[config.mk]
export PLATFORM = sky130hd
export DESIGN_NAME = round_robin_thread_scheduler_top
export DESIGN_NICKNAME = d
export VERILOG_FILES = /design/src/rrts_pkg.sv /design/src/rrts_dp.sv /design/src/rrts_ctrl.sv /design/src/round_robin_thread_scheduler_top.sv
export SDC_FILE = /design/constraint.sdc
export NUM_CORES = 2
export LEC_CHECK = 0
export ABC_AREA = 1
export BUFFER_PORTS_ARGS = -buffer_cell sky130_fd_sc_hd__buf_4
export CORE_UTILIZATION = 40
export DETAILED_ROUTE_END_ITERATION = 8
export GPL_TIMING_DRIVEN = 0
export MAX_ROUTING_LAYER = met4
export SYNTH_ARGS = -nofsm -noshare
export SYNTH_HDL_FRONTEND = slang
export SYNTH_SLANG_ARGS = --single-unit
[constraint.sdc]
create_clock -name clk -period 7.2 [get_ports clk]
set_input_delay 0.36 -clock clk [delete_from_list [all_inputs] [get_ports clk]]
set_output_delay 0.36 -clock clk [all_outputs]
set_load 0.02 [all_outputs]
[src/rrts_pkg.sv]
// shared types and constants of the round-robin thread scheduler
package rrts_pkg;

	// stream word widths
	localparam int FUNC_W   = 2;
	localparam int SLOT_W   = 7;
	localparam int STATUS_W = 2;
	localparam int IN_W     = 16;
	localparam int OUT_W    = 24;
	localparam int OUT_USED = STATUS_W + SLOT_W + 1 + SLOT_W;

	// state of one thread slot
	typedef enum logic [1:0] {
		ST_INVALID  = 2'd0,
		ST_ACTIVE   = 2'd1,
		ST_BLOCKED  = 2'd2,
		ST_FINISHED = 2'd3
	} slot_state_t;

	// scheduler events
	typedef enum logic [FUNC_W-1:0] {
		EV_CREATE = 2'd0,
		EV_YIELD  = 2'd1,
		EV_JOIN   = 2'd2,
		EV_EXIT   = 2'd3
	} func_t;

	// result status codes
	typedef enum logic [STATUS_W-1:0] {
		STS_OK        = 2'd0,
		STS_NO_FREE   = 2'd1,
		STS_NO_ACTIVE = 2'd2
	} status_t;

	// controller states
	typedef enum logic [3:0] {
		C_CLEAR,
		C_IDLE,
		C_DECODE,
		C_SCAN,
		C_J_RDCUR,
		C_J_RDTGT,
		C_J_WRTGT,
		C_X_RDCUR,
		C_X_RDJ,
		C_X_WRJ,
		C_DONE
	} ctrl_state_t;

	// read address selection
	typedef enum logic [1:0] {
		RD_CUR,
		RD_TGT,
		RD_JOIN,
		RD_SCAN
	} rd_sel_t;

	// write address and data selection
	typedef enum logic [2:0] {
		WR_CLEAR,
		WR_NEW,
		WR_BLOCK,
		WR_LINK,
		WR_FIN,
		WR_RESUME
	} wr_sel_t;

	// source of a new running slot
	typedef enum logic [1:0] {
		CUR_PICK,
		CUR_TGT,
		CUR_JOIN
	} cur_sel_t;

	// commands from controller to datapath
	typedef struct packed {
		logic        load_in;
		logic        rd_en;
		rd_sel_t     rd_sel;
		logic        latch_cur;
		logic        wr_en;
		wr_sel_t     wr_sel;
		logic        clear_step;
		logic        scan_start;
		slot_state_t scan_want;
		logic        set_cur;
		cur_sel_t    cur_sel;
		logic        set_status;
		status_t     status;
		logic        set_new;
		logic        out_load;
	} ctrl_cmd_t;

	// status from datapath to controller
	typedef struct packed {
		func_t func;
		logic  clear_last;
		logic  tgt_ok;
		logic  cur_active;
		logic  rd_active;
		logic  rd_jv;
		logic  scan_hit;
		logic  scan_miss;
		logic  out_free;
	} dp_sts_t;

endpackage

[src/rrts_dp.sv]
// datapath: slot table memory, running slot, circular scan and result register
module rrts_dp #(
	parameter int THREAD_SLOTS = 128
) (
	input  logic                         clk,
	input  logic                         arst_n,
	input  rrts_pkg::ctrl_cmd_t          cmd,
	output rrts_pkg::dp_sts_t            sts,
	input  logic [rrts_pkg::FUNC_W-1:0]  in_func,
	input  logic [rrts_pkg::SLOT_W-1:0]  in_target,
	output logic                         m_valid,
	input  logic                         m_ready,
	output logic [rrts_pkg::OUT_W-1:0]   m_data
);
	import rrts_pkg::*;

	localparam int SW = $clog2(THREAD_SLOTS);
	localparam int CW = $clog2(THREAD_SLOTS + 1);

	typedef struct packed {
		slot_state_t   st;
		logic          jv;
		logic [SW-1:0] js;
	} entry_t;

	entry_t        mem_q [THREAD_SLOTS];
	entry_t        rd_q;
	entry_t        cur_e_q;
	entry_t        wr_data;
	logic [SW-1:0] wr_addr;
	logic [SW-1:0] rd_addr;
	logic          rd_issue;

	func_t             func_q;
	logic [SLOT_W-1:0] target_q;
	logic [SW-1:0]     tgt_idx;
	logic [SW-1:0]     cur_q;
	logic [SW-1:0]     before_q;
	logic [SW-1:0]     clr_idx_q;

	logic [SW-1:0] scan_idx_q;
	logic [CW-1:0] scan_cnt_q;
	slot_state_t   want_q;
	logic          chk_vld_s1;
	logic          chk_last_s1;
	logic [SW-1:0] chk_idx_s1;
	logic          scan_issue;
	logic          match;

	status_t           res_status_q;
	logic [SW-1:0]     res_new_q;
	logic              m_valid_q;
	logic [OUT_W-1:0]  m_data_q;

	// circular successor of a slot number
	function automatic logic [SW-1:0] nxt(input logic [SW-1:0] i);
		return (i == SW'(THREAD_SLOTS - 1)) ? '0 : i + SW'(1);
	endfunction

	assign tgt_idx = SW'(target_q);

	// read address and issue
	assign scan_issue = cmd.rd_en && (cmd.rd_sel == RD_SCAN) &&
		(scan_cnt_q != CW'(THREAD_SLOTS));
	assign rd_issue = cmd.rd_en && ((cmd.rd_sel != RD_SCAN) || scan_issue);

	always_comb begin
		unique case (cmd.rd_sel)
			RD_CUR:  rd_addr = cur_q;
			RD_TGT:  rd_addr = tgt_idx;
			RD_JOIN: rd_addr = cur_e_q.js;
			RD_SCAN: rd_addr = scan_idx_q;
			default: rd_addr = cur_q;
		endcase
	end

	// write address and word
	always_comb begin
		wr_addr = cur_q;
		wr_data = '{st: ST_INVALID, jv: 1'b0, js: '0};
		unique case (cmd.wr_sel)
			WR_CLEAR: begin
				wr_addr = clr_idx_q;
				wr_data.st = (clr_idx_q == '0) ? ST_ACTIVE : ST_INVALID;
			end
			WR_NEW: begin
				wr_addr = chk_idx_s1;
				wr_data.st = ST_ACTIVE;
			end
			WR_BLOCK: begin
				wr_addr = cur_q;
				wr_data = '{st: ST_BLOCKED, jv: cur_e_q.jv, js: cur_e_q.js};
			end
			WR_LINK: begin
				wr_addr = tgt_idx;
				wr_data = '{st: ST_ACTIVE, jv: 1'b1, js: cur_q};
			end
			WR_FIN: begin
				wr_addr = cur_q;
				wr_data = '{st: ST_FINISHED, jv: 1'b0, js: rd_q.js};
			end
			WR_RESUME: begin
				wr_addr = cur_e_q.js;
				wr_data = '{st: ST_ACTIVE, jv: rd_q.jv, js: rd_q.js};
			end
			default: begin
				wr_addr = cur_q;
			end
		endcase
	end

	// slot table memory with registered read
	always_ff @(posedge clk) begin
		if (cmd.wr_en) begin
			mem_q[wr_addr] <= wr_data;
		end
		if (rd_issue) begin
			rd_q <= mem_q[rd_addr];
		end
		if (cmd.latch_cur) begin
			cur_e_q <= rd_q;
		end
	end

	// clearing pass counter
	always_ff @(posedge clk or negedge arst_n) begin
		if (!arst_n) begin
			clr_idx_q <= '0;
		end else if (cmd.clear_step) begin
			clr_idx_q <= nxt(clr_idx_q);
		end
	end

	// event capture
	always_ff @(posedge clk) begin
		if (cmd.load_in) begin
			func_q   <= func_t'(in_func);
			target_q <= in_target;
			before_q <= cur_q;
		end
	end

	// running slot
	always_ff @(posedge clk or negedge arst_n) begin
		if (!arst_n) begin
			cur_q <= '0;
		end else if (cmd.set_cur) begin
			unique case (cmd.cur_sel)
				CUR_PICK: cur_q <= chk_idx_s1;
				CUR_TGT:  cur_q <= tgt_idx;
				CUR_JOIN: cur_q <= cur_e_q.js;
				default:  cur_q <= cur_q;
			endcase
		end
	end

	// circular scan, one slot read per cycle, compared in the following cycle
	always_ff @(posedge clk or negedge arst_n) begin
		if (!arst_n) begin
			scan_cnt_q <= '0;
			chk_vld_s1 <= 1'b0;
		end else if (cmd.scan_start) begin
			scan_cnt_q <= '0;
			chk_vld_s1 <= 1'b0;
		end else begin
			chk_vld_s1 <= scan_issue;
			if (scan_issue) begin
				scan_cnt_q <= scan_cnt_q + CW'(1);
			end
		end
	end

	always_ff @(posedge clk) begin
		if (cmd.scan_start) begin
			scan_idx_q <= nxt(cur_q);
			want_q     <= cmd.scan_want;
		end else if (scan_issue) begin
			scan_idx_q  <= nxt(scan_idx_q);
			chk_idx_s1  <= scan_idx_q;
			chk_last_s1 <= (scan_cnt_q == CW'(THREAD_SLOTS - 1));
		end
	end

	assign match = (rd_q.st == want_q);

	// result fields
	always_ff @(posedge clk) begin
		if (cmd.load_in) begin
			res_status_q <= STS_OK;
			res_new_q    <= '0;
		end else begin
			if (cmd.set_status) begin
				res_status_q <= cmd.status;
			end
			if (cmd.set_new) begin
				res_new_q <= chk_idx_s1;
			end
		end
	end

	// output register
	always_ff @(posedge clk or negedge arst_n) begin
		if (!arst_n) begin
			m_valid_q <= 1'b0;
		end else if (cmd.out_load) begin
			m_valid_q <= 1'b1;
		end else if (m_ready) begin
			m_valid_q <= 1'b0;
		end
	end

	always_ff @(posedge clk) begin
		if (cmd.out_load) begin
			m_data_q <= {(OUT_W - OUT_USED)'(0), SLOT_W'(res_new_q), (cur_q != before_q),
				SLOT_W'(cur_q), res_status_q};
		end
	end

	assign m_valid = m_valid_q;
	assign m_data  = m_data_q;

	// status to the controller
	always_comb begin
		sts.func       = func_q;
		sts.clear_last = (clr_idx_q == SW'(THREAD_SLOTS - 1));
		sts.tgt_ok     = (32'(target_q) < THREAD_SLOTS) && (tgt_idx != cur_q);
		sts.cur_active = (cur_e_q.st == ST_ACTIVE);
		sts.rd_active  = (rd_q.st == ST_ACTIVE);
		sts.rd_jv      = rd_q.jv;
		sts.scan_hit   = chk_vld_s1 && match;
		sts.scan_miss  = chk_vld_s1 && chk_last_s1 && !match;
		sts.out_free   = !m_valid_q || m_ready;
	end

endmodule

[src/rrts_ctrl.sv]
// controller state machine sequencing table accesses for each event
module rrts_ctrl (
	input  logic                clk,
	input  logic                arst_n,
	input  logic                s_valid,
	output logic                s_ready,
	input  rrts_pkg::dp_sts_t   sts,
	output rrts_pkg::ctrl_cmd_t cmd
);
	import rrts_pkg::*;

	ctrl_state_t state_q;
	ctrl_state_t state_d;

	// state register
	always_ff @(posedge clk or negedge arst_n) begin
		if (!arst_n) begin
			state_q <= C_CLEAR;
		end else begin
			state_q <= state_d;
		end
	end

	// next state and commands
	always_comb begin
		state_d = state_q;
		cmd     = '0;
		s_ready = 1'b0;
		unique case (state_q)
			// sweep the table to its reset contents
			C_CLEAR: begin
				cmd.wr_en      = 1'b1;
				cmd.wr_sel     = WR_CLEAR;
				cmd.clear_step = 1'b1;
				if (sts.clear_last) begin
					state_d = C_IDLE;
				end
			end
			C_IDLE: begin
				s_ready = 1'b1;
				if (s_valid) begin
					cmd.load_in = 1'b1;
					state_d     = C_DECODE;
				end
			end
			C_DECODE: begin
				unique case (sts.func)
					EV_CREATE: begin
						cmd.scan_start = 1'b1;
						cmd.scan_want  = ST_INVALID;
						state_d        = C_SCAN;
					end
					EV_YIELD: begin
						cmd.scan_start = 1'b1;
						cmd.scan_want  = ST_ACTIVE;
						state_d        = C_SCAN;
					end
					EV_JOIN: begin
						if (sts.tgt_ok) begin
							cmd.rd_en  = 1'b1;
							cmd.rd_sel = RD_CUR;
							state_d    = C_J_RDCUR;
						end else begin
							cmd.set_status = 1'b1;
							cmd.status     = STS_NO_ACTIVE;
							state_d        = C_DONE;
						end
					end
					EV_EXIT: begin
						cmd.rd_en  = 1'b1;
						cmd.rd_sel = RD_CUR;
						state_d    = C_X_RDCUR;
					end
					default: begin
						state_d = C_DONE;
					end
				endcase
			end
			// one slot per cycle until a match or the whole ring is seen
			C_SCAN: begin
				cmd.rd_en  = 1'b1;
				cmd.rd_sel = RD_SCAN;
				if (sts.scan_hit) begin
					if (sts.func == EV_CREATE) begin
						cmd.wr_en   = 1'b1;
						cmd.wr_sel  = WR_NEW;
						cmd.set_new = 1'b1;
					end else begin
						cmd.set_cur = 1'b1;
						cmd.cur_sel = CUR_PICK;
					end
					state_d = C_DONE;
				end else if (sts.scan_miss) begin
					cmd.set_status = 1'b1;
					cmd.status     = (sts.func == EV_CREATE) ? STS_NO_FREE : STS_NO_ACTIVE;
					state_d        = C_DONE;
				end
			end
			// join: fetch running entry, then target entry
			C_J_RDCUR: begin
				cmd.latch_cur = 1'b1;
				cmd.rd_en     = 1'b1;
				cmd.rd_sel    = RD_TGT;
				state_d       = C_J_RDTGT;
			end
			C_J_RDTGT: begin
				if (sts.cur_active && sts.rd_active) begin
					cmd.wr_en  = 1'b1;
					cmd.wr_sel = WR_BLOCK;
					state_d    = C_J_WRTGT;
				end else begin
					cmd.set_status = 1'b1;
					cmd.status     = STS_NO_ACTIVE;
					state_d        = C_DONE;
				end
			end
			C_J_WRTGT: begin
				cmd.wr_en   = 1'b1;
				cmd.wr_sel  = WR_LINK;
				cmd.set_cur = 1'b1;
				cmd.cur_sel = CUR_TGT;
				state_d     = C_DONE;
			end
			// exit: finish running slot, then resume joiner or scan
			C_X_RDCUR: begin
				cmd.wr_en     = 1'b1;
				cmd.wr_sel    = WR_FIN;
				cmd.latch_cur = 1'b1;
				if (sts.rd_jv) begin
					state_d = C_X_RDJ;
				end else begin
					cmd.scan_start = 1'b1;
					cmd.scan_want  = ST_ACTIVE;
					state_d        = C_SCAN;
				end
			end
			C_X_RDJ: begin
				cmd.rd_en  = 1'b1;
				cmd.rd_sel = RD_JOIN;
				state_d    = C_X_WRJ;
			end
			C_X_WRJ: begin
				cmd.wr_en   = 1'b1;
				cmd.wr_sel  = WR_RESUME;
				cmd.set_cur = 1'b1;
				cmd.cur_sel = CUR_JOIN;
				state_d     = C_DONE;
			end
			// hand the result word to the output register
			C_DONE: begin
				if (sts.out_free) begin
					cmd.out_load = 1'b1;
					state_d      = C_IDLE;
				end
			end
			default: begin
				state_d = C_IDLE;
			end
		endcase
	end

endmodule

[src/round_robin_thread_scheduler_top.sv]
// Round-robin thread scheduler keeping a table of THREAD_SLOTS thread slots in one
// on-chip memory. Each input word is one event (create, yield, join, exit) and
// gives exactly one result word. After reset a clearing pass writes every slot
// once, during which no event is taken. Create, yield and exit without a joiner
// scan the table circularly from the slot after the running one, one memory read
// per cycle, and the scan stops early at the first match; join and exit with a
// joiner instead read and write single slots one after another, as the slot
// table has a single read port. One event is in work at a time; the next one is
// accepted as soon as the previous result sits in the output register.
module round_robin_thread_scheduler_top #(
	parameter int THREAD_SLOTS = 128
) (
	input  logic                       clk,
	input  logic                       arst_n,
	input  logic                       s_axis_tvalid,
	output logic                       s_axis_tready,
	// func [1:0], target [8:2], zero pad above
	input  logic [rrts_pkg::IN_W-1:0]  s_axis_tdata,
	output logic                       m_axis_tvalid,
	input  logic                       m_axis_tready,
	// status [1:0], running [8:2], switched [9], new_slot [16:10], zero pad above
	output logic [rrts_pkg::OUT_W-1:0] m_axis_tdata
);
	import rrts_pkg::*;

	ctrl_cmd_t cmd;
	dp_sts_t   sts;

	// sequencer
	rrts_ctrl u_ctrl (
		.clk     (clk),
		.arst_n  (arst_n),
		.s_valid (s_axis_tvalid),
		.s_ready (s_axis_tready),
		.sts     (sts),
		.cmd     (cmd)
	);

	// slot table and result path
	rrts_dp #(
		.THREAD_SLOTS (THREAD_SLOTS)
	) u_dp (
		.clk       (clk),
		.arst_n    (arst_n),
		.cmd       (cmd),
		.sts       (sts),
		.in_func   (s_axis_tdata[FUNC_W-1:0]),
		.in_target (s_axis_tdata[FUNC_W+SLOT_W-1:FUNC_W]),
		.m_valid   (m_axis_tvalid),
		.m_ready   (m_axis_tready),
		.m_data    (m_axis_tdata)
	);

endmodule

After elaboration in Yosys (flattened, before gate mapping)
Memories as Yosys holds them, arrays and structs flattened. A register that Yosys moved wholly into a read port is not among the register bits.
Cells that the tools add are included.
- output and inout bits: 26
- memories kept: 1
- bits in writable memories: 1280
- input port bits: 20
- logic and storage cells: 148
- register bits: 97
- bitwise operators: 1
- muxes and demuxes: 58
- reduce and logical (&&, ||, !) cells: 27
- $add $sub $neg: 4
- eq/ne operators: 38
- memory list (memory ; words ; width ; rd ports ; clocked after Yosys merged registers in ; write ports ; line ; text):
    u_dp.mem_q ; 128 ; 10 ; 1 ; 1 ; 1 ; rrts_dp.sv:26 ; entry_t mem_q [THREAD_SLOTS];
- operators with widths (cell ; count):
    $pmux W7 S4 ; 2
    $mux W4 ; 11
    $pmux W4 S10 ; 1
    $mux W7 ; 5
    $pmux W8 S4 ; 1
    $mux W3 ; 9
    $pmux W4 S6 ; 1
    $add A7 B1 Y7 const B ; 3
    $eq A7 B7 Y1 const B ; 3
    $pmux W7 S3 ; 1
    $pmux W3 S2 ; 3
    $pmux W3 S3 ; 2
    $eq A4 B3 Y1 const B ; 4
    $mux W1 ; 16
    $mux W8 ; 2
    $ne A7 B7 Y1 ; 2
    $eq A4 B4 Y1 const B ; 3
    $pmux W3 S4 ; 1
    $pmux W4 S3 ; 1
    $eq A2 B1 Y1 const B ; 5
    $eq A2 B2 Y1 const B ; 5
    $add A8 B1 Y8 const B ; 1
    $eq A4 B2 Y1 const B ; 2
    $eq A8 B7 Y1 const B ; 1
    24 further kinds ; 43

Logic depth before layout (Yosys ltp)
- word-level depth: 9
- depth in mapped cells: 19
- depth with buffers taken out: 18

Cells and area by module
A second synthesis with hierarchy kept.
- cell total of the unflattened synthesis: 5684
- area, all modules: 61966.9 µm²
- modules (own cells, without submodules) (module ; sequential area each (µm²) ; times used ; area each (µm²) ; cells each):
    rrts_dp ; 41319.6 ; 1 ; 61393.9 ; 5570
    rrts_ctrl ; 100.1 ; 1 ; 573.0 ; 114

Worst setup path after synthesis
Ideal clock, no wire load.
- kind: reg2reg
- from: reg u_ctrl.state_q[1]
- to: mem u_dp.mem_q[0][8] in the netlist's numbering (data pin)
- period minus slack after synthesis: 7.671 ns
- setup slack: -0.471 ns
- path buffers: 0
- library setup time: 1.197 ns
- stages on the path, launching flop included: 11
- data required time: 6.003 ns
- arrival: 6.474 ns
- cell sequence: dfrtp_1 inv_1 nand2_1 nor2_1 inv_1 ha_1 nand2_2 o21ai_2 nand2_1 nor2_4 o21ai_0
- RTL lines (item ; line ; text):
    from (decl) ; rrts_ctrl.sv:12 ; ctrl_state_t state_q;
    from (signal assigned) ; rrts_ctrl.sv:20 ; state_q <= state_d;
    to (decl) ; rrts_dp.sv:26 ;

Worst setup path after layout
- from: reg u_dp.cur_q[0]
- to: reg, netlist name u_dp.rd_q[5]
- longest elaborated chain between the ends: 8
- elaborated cells between the ends (all ways): 9
- classes of those cells: eq/ne (1); mux (4); reduce/logical (4)
- RTL lines (item ; line ; text):
    from (decl) ; rrts_dp.sv:37 ; logic [SW-1:0] cur_q;
    from (signal assigned) ; rrts_dp.sv:149 ; CUR_PICK: cur_q <= chk_idx_s1;
    from (signal assigned) ; rrts_dp.sv:150 ; CUR_TGT: cur_q <= tgt_idx;
    from (signal assigned) ; rrts_dp.sv:151 ; CUR_JOIN: cur_q <= cur_e_q.js;
    $ne A7 B7 Y1 ; rrts_dp.sv:226 ; sts.tgt_ok = (32'(target_q) < THREAD_SLOTS) && (tgt_idx != cur_q);
    $mux W3 ; rrts_ctrl.sv:59 ; if (sts.tgt_ok) begin
    $pmux W3 S2 ; rrts_ctrl.sv:47 ; unique case (sts.func)
    $pmux W3 S4 ; rrts_ctrl.sv:29 ; unique case (state_q)
    $logic_and A1 B1 Y1 (2 in series) ; rrts_dp.sv:63 ; assign scan_issue = cmd.rd_en && (cmd.rd_sel == RD_SCAN) &&
    $logic_or A1 B1 Y1 ; rrts_dp.sv:65 ; assign rd_issue = cmd.rd_en && ((cmd.rd_sel != RD_SCAN) || scan_issue);
    $logic_and A1 B1 Y1 ; rrts_dp.sv:65 ;
Parallel ways exist; a longest one is shown, timed or not.
A chain may end at the register's enable or synchronous reset.

==> flow_metrics.tcl <==
set metrics [dict create \
    netlist_area_um2 61200 \
    intPower_mw 12.9 \
    first_pass_iters 8 \
    cts_max_level 4 \
    grt_max_degree 91 \
    combPwrFrac_pct 0.1 \
    yosys_register_bits 1386 \
    total_power_mw 16.4 \
    syn_inst 5604 \
    placementRows 143 \
    critPathLaunchType "flip-flop" \
    cp.required_ns 7.70 \
    layout_commonest_cell "edfxtp_1" \
    power_leakage_nw 26.2 \
    skew_ns 0.0596 \
    cts.clk_slew.worst_paths_ns 0.06 \
    crit_path_end_kind "flip-flop" \
    arrival_ns 5.58 \
    multi_input_area_um2 15800 \
    drc 0 \
    ys_seq_area_share_pct 67.7 \
    slew_headroom_pct 3.25 \
    setup_violations 0 \
    r2r_cells 15 \
    cts.sinks 1386 \
    grt_pass1_wl_um 285000 \
    initial_core_util_pct 40.3 \
    coreArea_um2 152000 \
    outcome "complete, no violations" \
    yosysTopAreaCellShare_pct 66.2 \
    r2r_slack_ns 2.11 \
    layout_common_cells "1349 x edfxtp_1, 1131 x nand3_1, 1123 x nand2_1" \
    dp_cells 7791 \
    grt_overflow 0 \
    ant_nets 0 \
    cts_root_buf "clkbuf_16" \
    die_h_um 393 \
    vias_per_cell 5.48 \
    rsz0062_at_grt "no" \
    switching_share_pct 20.9 \
    min_path_type "primary input to async pin" \
    dp_hpwl_um 141000 \
    pwr-share-clk_pct 46.6 \
    r2r-end "u_dp.rd_q[5]" \
    grt_antenna_before_repair 10 \
    tritoncts "done" \
    grt_pass1_vias 41575 \
    dieArea_um2 155000 \
    synth_area_per_cell_um2 10.9 \
    r2r-start "u_dp.cur_q[0]" \
    drv_slew 0 \
    cp_max_fo 10 \
    peakVddDrop_uv 281 \
    fin_crit_sh_pct 70.6 \
    p_per_area_nw_per_um2 233 \
    p_seq_share_pct 53.3 \
    ctsHoldBuffers 12 \
    drt-total-wl_um 200000 \
    crit_type "flip-flop to flip-flop" \
    vias 44301 \
    port_buffers 31 \
    synth_largest_area_cell "edfxtp_1" \
    nets 5957 \
    drive_gt1_share_pct 8.27 \
    fillerInstances 13881 \
    seq_area_um2 41400 \
    clock_path_buffers 3 \
    synth_area_leaders "edfxtp_1 66%, nand3_1 9.3%, nand2_1 6.9%, nand3b_1 5.5%, inv_1 4.1%" \
    ios 46 \
    wl_per_cell_um 24.7 \
    area_growth_pct 14.6 \
    final_cell_count_no_fill 8083 \
    finalSetupTns_ns 0 \
    drt_iter0_markers 5429 \
    globalRouteTotalUtil_pct 26.4 \
    clk-insertion-delay-late_ns 0.83 \
    hold_viol 0 \
    gp_congestion 1.00 \
    postCtsSetupBuffers 0 \
    period_needed_ns 5.09 \
    fmaxAchievable_ghz 0.197 \
    die_x_um 393 \
    synth_cell_types 40 \
    p_sw_mw 3.42 \
    cts_resized 0 \
    cts_buffers 151 \
    synth_warnings 0 \
    maxCapViolations 0 \
    tightest_slew_ns 1.45 \
]
## worst max-delay path, cell delays in order, from the launching register on
cell and delay (ns):
dfrtp_1 0.40, clkbuf_1 0.43, nand4_1 0.47, nand2_1 0.25
buf_2 0.31, clkbuf_1 1.03, buf_2 0.59, nand2_1 0.09
nand3_1 0.10, nand3_1 0.10, nand3_1 0.12, nand3_1 0.19
nand3_1 0.29, nand2_1 0.09, nand2_1 0.10, nand2_1 0.18
## Yosys cell counts
master / instances
nor4_1: 5
inv_2: 15
o21ai_0: 113
a22oi_1: 2
xnor2_1: 9
nand3_1: 1131
nor3b_1: 1
and2_1: 1
clkinv_1: 1
buf_4: 7
edfxtp_1: 1349
o311ai_0: 1
nand2_2: 5
nand3_2: 4
buf_2: 87
o22ai_1: 23
nor2_1: 206
o31ai_1: 1
a221oi_1: 1
nand2_1: 1123
xor2_1: 15
buf_1: 30
nor2_4: 6
inv_1: 676
o21ai_1: 2
nor3_2: 1
a21oi_1: 14
a21oi_2: 2
dfxtp_1: 9
ha_1: 10
nand3b_1: 452
o211ai_1: 20
nor3_1: 6
nor2_2: 2
conb_1: 1
clkbuf_1: 225
nand4_1: 12
o21ai_2: 1
a31oi_1: 7
dfrtp_1: 28
## worst max-delay path by stage
stage	startpoint	endpoint	slack, ns
6_report	u_dp.cur_q[0]	u_dp.rd_q[5]	2.11
4_1_cts	u_ctrl.state_q[1]	u_dp.rd_q[8]	2.33
3_3_place_gp	u_ctrl.state_q[1]	u_dp.mem_q[60][4]	-6.75
3_5_place_dp	u_ctrl.state_q[1]	u_dp.rd_q[8]	2.32
2_1_floorplan	u_ctrl.state_q[1]	u_dp.mem_q[0][0]	1.43
5_1_grt	u_ctrl.state_q[1]	u_dp.rd_q[8]	2.02
## cell families (layout without fill, tap and decap cells)
family	Yosys count	in the layout	synth area share, %
DFF	1386	1386	67.7
other	1	12	0.00613
adders and majority gates	10	10	0.205
xor gates and xnor gates	24	24	0.344
buffers and inverters	1041	1479	6.61
and+or+nand+nor	2955	2955	23.5
AOI/OAI and AO/OA	187	187	1.72
## state kept, by name (all words and copies together), names as in the netlist, 2 cells and up
signal	flops
u_ctrl.state_q	4
u_dp.before_q	7
u_dp.chk_idx_s1	7
u_dp.clr_idx_q	7
u_dp.cur_e_q	10
u_dp.cur_q	7
u_dp.func_q	2
u_dp.m_data	17
u_dp.mem_q	1280
u_dp.rd_q	9
u_dp.res_new_q	7
u_dp.res_status_q	2
u_dp.scan_cnt_q	8
u_dp.scan_idx_q	7
u_dp.target_q	7
## power groups by stage
stage          logic, mW  registers, mW  clock network [mW]
2_1_floorplan    0.00609           8.88                   0
3_3_place_gp      0.0149           8.88                   0
3_5_place_dp      0.0150           8.88                   0
4_1_cts           0.0206           8.71                7.69
5_1_grt           0.0228           8.71                7.98
6_report          0.0201           8.71                7.62
## per-stage QoR
stage	hold slack [ns]	utilization, %	worst slack [ns]	area [um^2]
2_1_floorplan	0.0644	-	1.43	61200
3_3_place_gp	0.326	42.1	-6.75	64000
3_5_place_dp	0.327	42.9	2.32	65100
4_1_cts	0.00167	46.1	2.33	70100
5_1_grt	0.0470	46.2	2.02	70100
6_report	0.0148	46.2	2.11	70100
## area by class of cell
cell class	instances	area share (%)
clock buffers	187	5.62
repair buffers	164	2.12
well taps	2030	3.62
inverters	692	3.71
plain buffers	349	2.06
flip-flops and latches	1386	59.0
multi-input cells	3183	22.5
diodes	5	0.0178
clock inverters	87	1.28
## per-layer routing
layer / vias up / part of all wire, % / global-route usage (%)
met2: 2354 / 45 / 40.0
met5: - / 0 / -
li1: 19889 / - / -
met4: 0 / 4.8 / 12.0
met3: 456 / 9.9 / 5.00
met1: 21602 / 40 / 34.5
Note: power is estimated with default switching activity, not from simulation.
